$ cat src/stpat_pkg.sv
package stpat_pkg;

   localparam int PATTERN_MAX = 8;
   localparam int WIN_DEPTH   = PATTERN_MAX - 1;
   localparam int QUEUE_DEPTH = 4;
   localparam int QUEUE_AW    = $clog2(QUEUE_DEPTH);

   localparam logic [3:0] CSR_PATTERN_BYTES = 4'd0;
   localparam logic [3:0] CSR_PATTERN_LEN   = 4'd1;

   typedef struct packed {
      logic [7:0] data_byte;
      logic       end_of_stream;
   } req_type;

   typedef struct packed {
      logic [7:0] out_byte;
      logic       has_byte;
      logic       run_last;
      logic       not_found;
   } rsp_type;

   typedef enum logic [1:0] {
      TAIL_NONE,
      TAIL_FOUND,
      TAIL_NOT_FOUND
   } tail_type;

   // one burst of results caused by one item
   typedef struct packed {
      logic [PATTERN_MAX-1:0][7:0] bytes;
      logic [3:0]                  nbytes;
      tail_type                    tail;
   } desc_type;

   typedef struct packed {
      logic     valid;
      desc_type desc;
   } push_type;

endpackage

$ cat src/stream_truncate_at_pattern_unit.sv
// Passes a byte stream through until the first occurrence of the pattern set by
// the pattern_bytes and pattern_len registers, then drops the pattern and the
// rest of that stream; the final result carries found / not found. The front
// end takes one item per cycle, comparing the held window against the pattern in
// parallel, as long as the 4-entry burst queue has room. The back end delivers
// one result per cycle from the queue when rsp_ready allows, so an item that
// releases k results (k is 0 to 8, usually 0 or 1) holds the back end until
// all k are out. Results pass through the burst queue and then the output
// register of the back end. Write registers only while no stream is in flight.
module stream_truncate_at_pattern_unit (
   input  logic                clock,
   input  logic                reset,
   input  logic                req_valid,
   output logic                req_ready,
   input  stpat_pkg::req_type  req_data,
   output logic                rsp_valid,
   input  logic                rsp_ready,
   output stpat_pkg::rsp_type  rsp_data,
   input  logic                csr_valid,
   output logic                csr_ready,
   input  logic [3:0]          csr_index,
   input  logic [63:0]         csr_data
);
   import stpat_pkg::*;

   push_type push;
   desc_type head;
   logic     queue_full, queue_empty, pop;

   assign csr_ready = 1'b1;

   stpat_front u_front (
      .clock      (clock),
      .reset      (reset),
      .req_valid  (req_valid),
      .req_ready  (req_ready),
      .req_data   (req_data),
      .csr_valid  (csr_valid),
      .csr_index  (csr_index),
      .csr_data   (csr_data),
      .queue_full (queue_full),
      .push       (push)
   );

   stpat_queue u_queue (
      .clock (clock),
      .reset (reset),
      .push  (push),
      .full  (queue_full),
      .pop   (pop),
      .empty (queue_empty),
      .head  (head)
   );

   stpat_back u_back (
      .clock     (clock),
      .reset     (reset),
      .empty     (queue_empty),
      .head      (head),
      .pop       (pop),
      .rsp_valid (rsp_valid),
      .rsp_ready (rsp_ready),
      .rsp_data  (rsp_data)
   );

endmodule

$ cat src/stpat_front.sv
module stpat_front (
   input  logic                clock,
   input  logic                reset,
   input  logic                req_valid,
   output logic                req_ready,
   input  stpat_pkg::req_type  req_data,
   input  logic                csr_valid,
   input  logic [3:0]          csr_index,
   input  logic [63:0]         csr_data,
   input  logic                queue_full,
   output stpat_pkg::push_type push
);
   import stpat_pkg::*;

   logic [63:0] pat_ff;
   logic [3:0]  len_ff;
   logic [2:0]  held_ff, held_in;
   logic        matched_ff;
   logic [7:0]  window_ff [WIN_DEPTH];
   logic [7:0]  win_in    [WIN_DEPTH];

   logic [PATTERN_MAX-1:0][7:0] cand;
   logic [3:0] n, l_eff, n_m_l, count;
   logic       hit, eos, acc;

   assign eos       = req_data.end_of_stream;
   assign req_ready = !queue_full;
   assign acc       = req_valid && req_ready;

   always_comb begin
      logic [3:0] pos;
      logic [3:0] src;
      pos = '0;
      src = '0;
      if (len_ff == 4'd0) begin
         l_eff = 4'd1;
      end else if (len_ff > 4'(PATTERN_MAX)) begin
         l_eff = 4'(PATTERN_MAX);
      end else begin
         l_eff = len_ff;
      end

      for (int i = 0; i < WIN_DEPTH; i++) begin
         cand[i] = (3'(i) < held_ff) ? window_ff[i] : req_data.data_byte;
      end
      cand[PATTERN_MAX-1] = req_data.data_byte;

      n     = {1'b0, held_ff} + 4'd1;
      n_m_l = n - l_eff;
      hit   = (n >= l_eff);
      for (int i = 0; i < PATTERN_MAX; i++) begin
         pos = n_m_l + 4'(i);
         if (4'(i) < l_eff && cand[pos[2:0]] != pat_ff[8*i +: 8]) begin
            hit = 1'b0;
         end
      end

      count   = (n > l_eff - 4'd1) ? n - (l_eff - 4'd1) : 4'd0;
      held_in = 3'(n - count);
      for (int j = 0; j < WIN_DEPTH; j++) begin
         src       = count + 4'(j);
         win_in[j] = cand[src[2:0]];
      end

      push.desc.bytes  = cand;
      push.desc.nbytes = count;
      push.desc.tail   = TAIL_NONE;
      push.valid       = 1'b0;
      if (acc && !matched_ff) begin
         if (hit) begin
            push.valid       = 1'b1;
            push.desc.nbytes = n_m_l;
            push.desc.tail   = TAIL_FOUND;
         end else if (eos) begin
            push.valid       = 1'b1;
            push.desc.nbytes = n;
            push.desc.tail   = TAIL_NOT_FOUND;
         end else begin
            push.valid = (count != 4'd0);
         end
      end
   end

   always_ff @(posedge clock) begin
      if (reset) begin
         pat_ff     <= '0;
         len_ff     <= 4'd1;
         held_ff    <= '0;
         matched_ff <= 1'b0;
      end else begin
         if (csr_valid) begin
            if (csr_index == CSR_PATTERN_BYTES) begin
               pat_ff <= csr_data;
            end else if (csr_index == CSR_PATTERN_LEN) begin
               len_ff <= csr_data[3:0];
            end
         end
         if (acc) begin
            if (matched_ff) begin
               if (eos) begin
                  matched_ff <= 1'b0;
                  held_ff    <= '0;
               end
            end else if (hit) begin
               held_ff    <= '0;
               matched_ff <= !eos;
            end else if (eos) begin
               held_ff <= '0;
            end else begin
               held_ff <= held_in;
            end
         end
      end
   end

   always_ff @(posedge clock) begin
      if (acc) begin
         window_ff <= win_in;
      end
   end

endmodule

$ cat src/stpat_queue.sv
module stpat_queue (
   input  logic                clock,
   input  logic                reset,
   input  stpat_pkg::push_type push,
   output logic                full,
   input  logic                pop,
   output logic                empty,
   output stpat_pkg::desc_type head
);
   import stpat_pkg::*;

   desc_type            mem_ff [QUEUE_DEPTH];
   logic [QUEUE_AW-1:0] wr_ptr_ff, rd_ptr_ff;
   logic [QUEUE_AW:0]   cnt_ff;
   logic                do_push, do_pop;

   assign full    = (cnt_ff == (QUEUE_AW+1)'(QUEUE_DEPTH));
   assign empty   = (cnt_ff == '0);
   assign do_push = push.valid && !full;
   assign do_pop  = pop && !empty;
   assign head    = mem_ff[rd_ptr_ff];

   always_ff @(posedge clock) begin
      if (reset) begin
         wr_ptr_ff <= '0;
         rd_ptr_ff <= '0;
         cnt_ff    <= '0;
      end else begin
         if (do_push) begin
            wr_ptr_ff <= wr_ptr_ff + 1'b1;
         end
         if (do_pop) begin
            rd_ptr_ff <= rd_ptr_ff + 1'b1;
         end
         if (do_push && !do_pop) begin
            cnt_ff <= cnt_ff + 1'b1;
         end else if (do_pop && !do_push) begin
            cnt_ff <= cnt_ff - 1'b1;
         end
      end
   end

   always_ff @(posedge clock) begin
      if (do_push) begin
         mem_ff[wr_ptr_ff] <= push.desc;
      end
   end

endmodule

$ cat src/stpat_back.sv
module stpat_back (
   input  logic                clock,
   input  logic                reset,
   input  logic                empty,
   input  stpat_pkg::desc_type head,
   output logic                pop,
   output logic                rsp_valid,
   input  logic                rsp_ready,
   output stpat_pkg::rsp_type  rsp_data
);
   import stpat_pkg::*;

   logic [2:0] idx_ff;
   logic       rsp_valid_ff;
   rsp_type    rsp_ff, item;
   logic [3:0] total;
   logic       load, at_end;

   assign total  = head.nbytes + ((head.tail == TAIL_FOUND) ? 4'd1 : 4'd0);
   assign at_end = ({1'b0, idx_ff} == total - 4'd1);
   assign load   = !empty && (!rsp_valid_ff || rsp_ready);
   assign pop    = load && at_end;

   always_comb begin
      if ({1'b0, idx_ff} < head.nbytes) begin
         item.out_byte  = head.bytes[idx_ff];
         item.has_byte  = 1'b1;
         item.run_last  = (head.tail == TAIL_NOT_FOUND) && at_end;
         item.not_found = (head.tail == TAIL_NOT_FOUND) && at_end;
      end else begin
         item.out_byte  = '0;
         item.has_byte  = 1'b0;
         item.run_last  = 1'b1;
         item.not_found = 1'b0;
      end
   end

   always_ff @(posedge clock) begin
      if (reset) begin
         idx_ff       <= '0;
         rsp_valid_ff <= 1'b0;
      end else if (load) begin
         rsp_valid_ff <= 1'b1;
         idx_ff       <= at_end ? 3'd0 : idx_ff + 3'd1;
      end else if (rsp_ready) begin
         rsp_valid_ff <= 1'b0;
      end
   end

   always_ff @(posedge clock) begin
      if (load) begin
         rsp_ff <= item;
      end
   end

   assign rsp_valid = rsp_valid_ff;
   assign rsp_data  = rsp_ff;

endmodule

$ cat config.mk
export PLATFORM = sky130hd
export DESIGN_NAME = stream_truncate_at_pattern_unit
export DESIGN_NICKNAME = d
export VERILOG_FILES = /design/src/stpat_pkg.sv /design/src/stream_truncate_at_pattern_unit.sv /design/src/stpat_front.sv /design/src/stpat_queue.sv /design/src/stpat_back.sv
export SDC_FILE = /design/constraint.sdc
export NUM_CORES = 1
export LEC_CHECK = 0
export BUFFER_PORTS_ARGS = -buffer_cell sky130_fd_sc_hd__buf_4
export CAP_MARGIN = 15
export CORE_MARGIN = 1
export CORE_UTILIZATION = 40
export CTS_CLUSTER_DIAMETER = 40
export CTS_CLUSTER_SIZE = 16
export DETAILED_ROUTE_END_ITERATION = 10
export PLACE_DENSITY = 0.58
export SLEW_MARGIN = 15
export SYNTH_ARGS = -nofsm -noshare
export SYNTH_HDL_FRONTEND = slang
export SYNTH_SLANG_ARGS = --single-unit
$ cat constraint.sdc
create_clock -name clock -period 8.8 [get_ports clock]
set_clock_uncertainty 0.2 [all_clocks]
set_input_delay 0.44 -clock clock [delete_from_list [all_inputs] [get_ports clock]]
set_output_delay 0.44 -clock clock [all_outputs]
set_load 0.1 [all_outputs]
# Word level (Yosys, flattened, before mapping)
# Memories as Yosys holds them, arrays and structs flattened. A register that Yosys moved wholly into a read port is not among the register bits.
# Cells that the tools add are included.
[totals] memories=1 mem_bits_rw=280 output_inout_bits=14 register_bits=150
[classes] order_cmp=35 n_bitwise=1 n_mux=74 eq_ne=14 n_addsub=25 n_reduce_logical=34
[memory_table] name="u_queue.mem_ff" depth=4 width=70 read_ports=1 rd_clocked_by_memory_dff=1 write_ports=1 line="stpat_queue.sv:12" source="desc_type mem_ff [QUEUE_DEPTH];"
[op_table] cell="binary-select mux 8 bit (select 3 bit)" n=16
[op_table] cell="two-way mux 8 bit" n=23
[op_table] cell="< comparator 3 x 4 -> 1 bit (second input constant)" n=16
[op_table] cell="!= test 8 bit" n=8
[op_table] cell="two-way mux 3 bit" n=8
[op_table] cell="adder 3 bit (second input constant)" n=7
[op_table] cell="two-way mux 1 bit" n=19
[op_table] cell="two-way mux 6 bit" n=3
[op_table] cell="logical AND 1 bit" n=17
[op_table] cell="< comparator 3 x 4 -> 1 bit (first input constant)" n=4
[op_table] cell="adder 3 x 1 -> 3 bit (second input constant)" n=4
[op_table] cell="adder 3 x 2 -> 3 bit (second input constant)" n=4
[op_table] cell="two-way mux 4 bit" n=3
[op_table] cell="< comparator 3 bit (first input constant)" n=3
[op_table] cell="zero test 4 bit" n=2
[op_table] cell="< comparator 1 x 4 -> 1 bit (first input constant)" n=2
[op_table] cell="< comparator 2 x 4 -> 1 bit (first input constant)" n=2
[op_table] cell="subtractor 4 x 1 -> 4 bit (second input constant)" n=2
[op_table] cell="subtractor 4 bit" n=2
[op_table] cell="zero test 1 bit" n=7
[op_table] cell="< comparator 1 x 3 -> 1 bit (first input constant)" n=2
[op_table] cell="< comparator 2 x 3 -> 1 bit (first input constant)" n=2
[op_table] cell="adder 2 x 1 -> 2 bit (second input constant)" n=2
[op_table] cell="adder 3 x 1 -> 4 bit (second input constant)" n=1
[op_table] cell="other kinds (21)" n=24

# Logic depth before layout (Yosys ltp)
[logic_depth] depth_word=23 depth_mapped=28 ltp_nobuf=24

# By module
# A second synthesis with hierarchy kept.
[unflattened] hier_cells=2209 area_unflattened_um2=25030.3
[modules_own_cells] mod="stpat_front" area_per_inst_um2=13073.8 instances=1 cells_each=1694
[modules_own_cells] mod="stpat_queue" area_per_inst_um2=10642.7 instances=1 cells_each=414
[modules_own_cells] mod="stpat_back" area_per_inst_um2=1302.5 instances=1 cells_each=99
[modules_own_cells] mod="stream_truncate_at_pattern_unit" area_per_inst_um2=11.3 instances=1 cells_each=2

# Worst setup path after synthesis
# OpenSTA, ideal clock, no wires.
[synth_timing] path_kind="register to register" from="reg u_front.held_ff[1]" to="mem u_queue.mem_ff[0][0] in the netlist's numbering, enable pin" slack_ns=1.640 path_stages_with_launch=22 arrival_ns=6.524 setup_time_ns=0.436 required_ns=8.164 path_buffers=4 path_cell_list="dfxtp_1 > ha_1 > inv_1 > fa_1 > buf_2 > inv_1 > clkbuf_1 > ha_1 > buf_2 > nand2b_1 > buf_2 > a21oi_2 > mux2i_1 > mux2i_1 > xnor2_1 > a31oi_1 > nor3_1 > a21oi_1 > nor4_4 > nand2_2 > a41oi_4 > and2_1"
[synth_between] elab_chain_len=19
[synth_lines] element="from (decl)" line="stpat_front.sv:17" source="logic [2:0] held_ff, held_in;"
[synth_lines] element="from (signal assigned)" line="stpat_front.sv:110" source="held_ff <= held_in;"
[synth_lines] element="adder 3 x 1 -> 4 bit, or another cell as far along" line="stpat_front.sv:48" source="n = {1'b0, held_ff} + 4'd1;"
[synth_lines] element="subtractor 4 bit / two-way mux 8 bit (equally long branches)" line="stpat_front.sv:49, stpat_front.sv:44"
[synth_lines] element="adder 3 x 1 -> 3 bit / binary-select mux 8 bit (select 3 bit) (equally long branches)" line="stpat_front.sv:52, stpat_front.sv:53"
[synth_lines] element="binary-select mux 8 bit (select 3 bit) / two-way mux 8 bit (equally long branches)" line="stpat_front.sv:53" source="if (4'(i) < l_eff && cand[pos[2:0]] != pat_ff[8*i +: 8]) begin"
[synth_lines] element="two-way mux 8 bit (implied by the code) / != test 8 bit (equally long branches)" line="stpat_front.sv:53"
[synth_lines] element="!= test 8 bit / logical AND 1 bit (equally long branches)" line="stpat_front.sv:53"
[synth_lines] element="logical AND 1 bit / two-way mux 1 bit (equally long branches)" line="stpat_front.sv:53"
[synth_lines] element="two-way mux 1 bit (7 in series)" line="stpat_front.sv:53"
[synth_lines] element="two-way mux 1 bit *" line="stpat_front.sv:70" source="if (hit) begin"
[synth_lines] element="two-way mux 1 bit *" line="stpat_front.sv:69" source="if (acc && !matched_ff) begin"
[synth_lines] element="logical AND 1 bit *" line="stpat_queue.sv:19" source="assign do_push = push.valid && !full;"
[synth_lines] element="via u_queue.do_push" line="stpat_queue.sv:15" source="logic do_push, do_pop;"
[synth_lines] element="two-way mux 1 bit *" line="stpat_queue.sv:44" source="if (do_push) begin"
[synth_lines] element="two-way mux 1 bit (implied by the code) *" line="stpat_queue.sv:45" source="mem_ff[wr_ptr_ff] <= push.desc;"
[synth_lines] element="to (decl)" line="stpat_queue.sv:12"
# The timed path passes the listed nets; every way through them passes the cells marked *. The select of a mux whose other input is x is not followed.

# Worst setup path after layout
[layout_timing] from="reg u_front.held_ff[0]" to="reg u_queue.cnt_ff[2]"
[layout_between] elab_chain_len=20
[layout_lines] element="adder 3 x 1 -> 4 bit, or another cell as far along" line="stpat_front.sv:48"
[layout_lines] element="subtractor 4 bit / two-way mux 8 bit (equally long branches)" line="stpat_front.sv:49, stpat_front.sv:44"
[layout_lines] element="adder 3 x 1 -> 3 bit / binary-select mux 8 bit (select 3 bit) (equally long branches)" line="stpat_front.sv:52, stpat_front.sv:53"
[layout_lines] element="binary-select mux 8 bit (select 3 bit) / two-way mux 8 bit (equally long branches)" line="stpat_front.sv:53"
[layout_lines] element="two-way mux 8 bit (implied by the code) / != test 8 bit (equally long branches)" line="stpat_front.sv:53"
[layout_lines] element="!= test 8 bit / logical AND 1 bit (equally long branches)" line="stpat_front.sv:53"
[layout_lines] element="logical AND 1 bit / two-way mux 1 bit (equally long branches)" line="stpat_front.sv:53"
[layout_lines] element="two-way mux 1 bit (7 in series)" line="stpat_front.sv:53"
[layout_lines] element="two-way mux 1 bit *" line="stpat_front.sv:70"
[layout_lines] element="two-way mux 1 bit *" line="stpat_front.sv:69"
[layout_lines] element="logical AND 1 bit *" line="stpat_queue.sv:19"
[layout_lines] element="via u_queue.do_push" line="stpat_queue.sv:15"
[layout_lines] element="zero test 1 bit" line="stpat_queue.sv:37" source="end else if (do_pop && !do_push) begin"
[layout_lines] element="logical AND 1 bit" line="stpat_queue.sv:37"
[layout_lines] element="nonzero test 2 bit (no source line)"
[layout_lines] element="to (signal assigned)" line="stpat_queue.sv:36" source="cnt_ff <= cnt_ff + 1'b1;"
[layout_lines] element="to (signal assigned)" line="stpat_queue.sv:38" source="cnt_ff <= cnt_ff - 1'b1;"
[layout_lines] element="to (decl)" line="stpat_queue.sv:14" source="logic [QUEUE_AW:0] cnt_ff;"
# Marks and branches as above.
# A chain may end at the register's enable or synchronous reset.

==> metrics.yaml <==
timing:
  fin_tns_setup_ns: 0
  layout_min_cycle_time_ns: 7.40
  tightest_slew_ns: 1.19
  final-setup-viol-count: 0
  timing.final.hold_violations: 0
  max_freq_mhz: 135
  grt_setup_unrepaired: "no"
  period_share_pct: 84.1
  maxSlewHeadroom_pct: 20.6
  slew_violations: 0
cts:
  clockBufferDepth: 3
  postCtsSetupBuffers: 0
  cts_buffers: 73
  clk_pin_slew_ns: 0.05
  clock-sinks: 432
  htreeDepth: 3
  insertion_delay_ns: 0.63
  cts_root_buf: "clkbuf_16"
  cts_tree: "done"
global_routing:
  grt_overflow: 0
  grt_pass1_vias: 18408
  grt_max_degree: 85
  grt_first_pass_wirelength_um: 122000
  antenna_found_initial: 0
  grtUsageTotal_pct: 25.8
yosys:
  netlist-cell-type-count: 98
  syn_inst: 2191
  syn_area_um2: 25100
  synth-seq-area-share_pct: 48.3
  synth_edf_count: 347
  yosysWarnings: 0
  yosys-top-cells-area: "edfxtp_1 (42%), mux4_2 (9.1%), dfxtp_1 (6.8%), mux2i_1 (6.4%), nand2_1 (4.1%)"
  yosysTopAreaCellShare_pct: 41.5
  ys_ff_latch: 432
  syn_area_per_cell_um2: 11.4
  async_flop_share_pct: 0
  synth-main-ff-cell: "edfxtp_1"
  synth_top_area_cell: "edfxtp_1"
floorplan:
  fp.dieH_um: 252
  core_area_um2: 61800
  ios: 96
  die_w_um: 252
  placementRows: 91
  start_util_pct: 40.6
  dieArea_um2: 63700
setup_path:
  arrival_ns: 7.75
  reg2reg_slack_ns: 1.40
  cp-start-kind: "register"
  endpoint_kind: "register"
  critical_path_class: "register to register"
  crit_fanout: 11
  cp_data_required_time_ns: 9.15
  reg2reg_depth: 22
cells_and_area:
  synthToLayoutAreaGrowth_pct: 19.1
  drive_above_1_share_pct: 19.4
  layout.nets: 2420
  antenna_cells: 0
  layoutNonFillerInstCount: 3205
route:
  first_iter_violations: 2045
  drc_errors: 0
  via_per_inst: 6.00
  dr.pass1.iters: 6
  drt-wirelength-per-cell_um: 25.8
  num_vias: 19238
  routed_wl_um: 82600
  antenna_left: 0
power:
  p_int_mw: 5.52
  p_per_area_nw_per_um2: 287
  report.power.total_mw: 8.57
  ir_drop_mv: 0.142
  power_frac_comb_pct: 30.1
  swShare_pct: 35.5
  p_leak_nw: 10.6
  pwr-share-seq_pct: 33.8
  clock_power_share_pct: 36.1
  p_switching_mw: 3.04
hold_path:
  hp-class: "input pin to register"
  min_path_cells: 3
place:
  hpwl_um: 57500
  io_buffers: 94
  placed_cells: 3003
  routabilityCongestion: 1.02
flow_run:
  cap_violations: 0
outcome:
  outcome: "complete, no violations"
## cells by family after synthesis
family / after synthesis / synth area share, %
AND/OR/NAND/NOR: 562 / 9.97
AO/OA/AOI/OAI: 467 / 12.9
flip-flops: 432 / 48.3
multiplexers: 306 / 17.6
buffers and inverters: 240 / 4.16
XOR/XNOR: 150 / 5.30
adder cells (fa/ha/maj): 33 / 1.75
other: 1 / 0.0150
## layout by cell type, fill, tap and decap left out, types with 10 or more instances in the layout
master,synthesis,routed
edfxtp_1,347,347
nand2_1,273,271
mux2i_1,160,160
nor2_1,149,149
a21oi_1,143,142
buf_4,13,128
mux4_2,101,101
dfxtp_1,85,82
inv_1,75,74
xor2_1,76,74
clkbuf_16,0,73
xnor2_1,72,69
dlygate4sd3_1,0,66
o21ai_0,42,42
a211oi_1,42,42
mux2_2,36,36
a31oi_1,29,29
ha_1,27,27
nor3_1,23,23
o221ai_1,22,22
nand2b_1,19,18
o22ai_1,16,16
a22oi_1,14,14
inv_6,0,14
nor2b_1,13,13
o211ai_1,12,12
bufinv_16,0,12
o21ai_1,11,11
nand4_1,11,11
a2bb2oi_1,11,11
and2_1,15,10
nor4_1,11,10
a311oi_1,10,10
## synthesized netlist by cell type, types with 19 or more instances
master    number
edfxtp_1     347
nand2_1      273
mux2i_1      160
nor2_1       149
a21oi_1      143
mux4_2       101
clkbuf_1      89
dfxtp_1       85
xor2_1        76
inv_1         75
xnor2_1       72
a211oi_1      42
o21ai_0       42
mux2_2        36
a31oi_1       29
ha_1          27
buf_2         26
buf_1         23
nor3_1        23
o221ai_1      22
nand2b_1      19
## cell type report
type                    count  area (µm²)
multi-input cells        1520       12000
fillers                  5504       31900
clock inverters            56         830
well taps                 837        1050
flip-flops and latches    432       12100
repair buffers            198        1700
inverters                  82         308
clock buffers              80        1850
## what timing repair did
| item | CTS | global route |
|---|---|---|
| gates resized for setup | 0 | 0 |
| endpoints found under the hold margin | 70 | 0 |
| hold buffers | 66 | 0 |
## power groups by stage
stage / Clock (mW) / Combinational, mW / Sequential (mW)
2_1_floorplan: 0 / 1.67 / 2.94
3_3_place_gp: 0 / 2.50 / 2.91
3_5_place_dp: 0 / 2.52 / 2.91
4_1_cts: 3.14 / 2.55 / 2.88
5_1_grt: 3.22 / 2.74 / 2.91
6_report: 3.09 / 2.58 / 2.89
## metal layers
metal	share of wire, %	up-vias	GRT usage [%]	wire length [µm]
li1	-	8514	-	-
met1	43	9650	35.7	35600
met2	45	894	39.7	37300
met3	7.5	180	4.57	6210
met4	4.3	0	10.9	3520
met5	0	-	0	0
## worst paths after layout
check / startpoint / to
worst max-delay path: u_front.held_ff[0] / u_queue.cnt_ff[2]
worst min-delay path: csr_index[0] / u_front.len_ff[0]
worst max register to register: u_front.held_ff[0] / u_queue.cnt_ff[2]
worst min register to register: u_front.pat_ff[53] / u_front.pat_ff[53]
## flip-flops by register name (all words and copies together) (netlist names), named ones only
register            flops
u_queue.mem_ff        280
u_front.pat_ff         64
u_front.window_ff      56
u_back.rsp_data        11
u_front.len_ff          4
u_back.idx_ff           3
u_front.held_ff         3
u_queue.cnt_ff          3
u_queue.rd_ptr_ff       2
u_queue.wr_ptr_ff       2
u_back.rsp_valid        1
u_front.matched_ff      1
## worst max-delay path, stage by stage (launching register included)
cell and delay [ns]:
dfxtp_1 0.32, ha_1 0.38, inv_1 0.14, fa_4 0.81, inv_1 0.06, ha_1 0.38, nand2b_1 0.38, a21oi_2 0.57
mux2i_1 0.43, xnor2_1 0.11, nor3_1 0.13, a311oi_1 0.11, nor3_1 0.63, a21oi_1 0.21, nor4_4 0.41, nand2_2 0.26
a41oi_4 0.42, ha_1 0.27, inv_1 0.07, fa_1 0.37, xor2_1 0.17, or3_1 0.31, a21oi_1 0.15
## metrics by stage
stage               worst slack [ns]  utilization, %  hold WS [ns]  area, µm²
floorplan                       1.64               -         0.236      25100
global placement                1.54            42.9         0.261      26500
detailed placement              1.51            42.9         0.267      26500
CTS                             1.49            48.3        0.0118      29900
global route                   0.925            48.3        0.0246      29900
finish                          1.40            48.3        0.0380      29900
(Power assumes the default switching activity.)
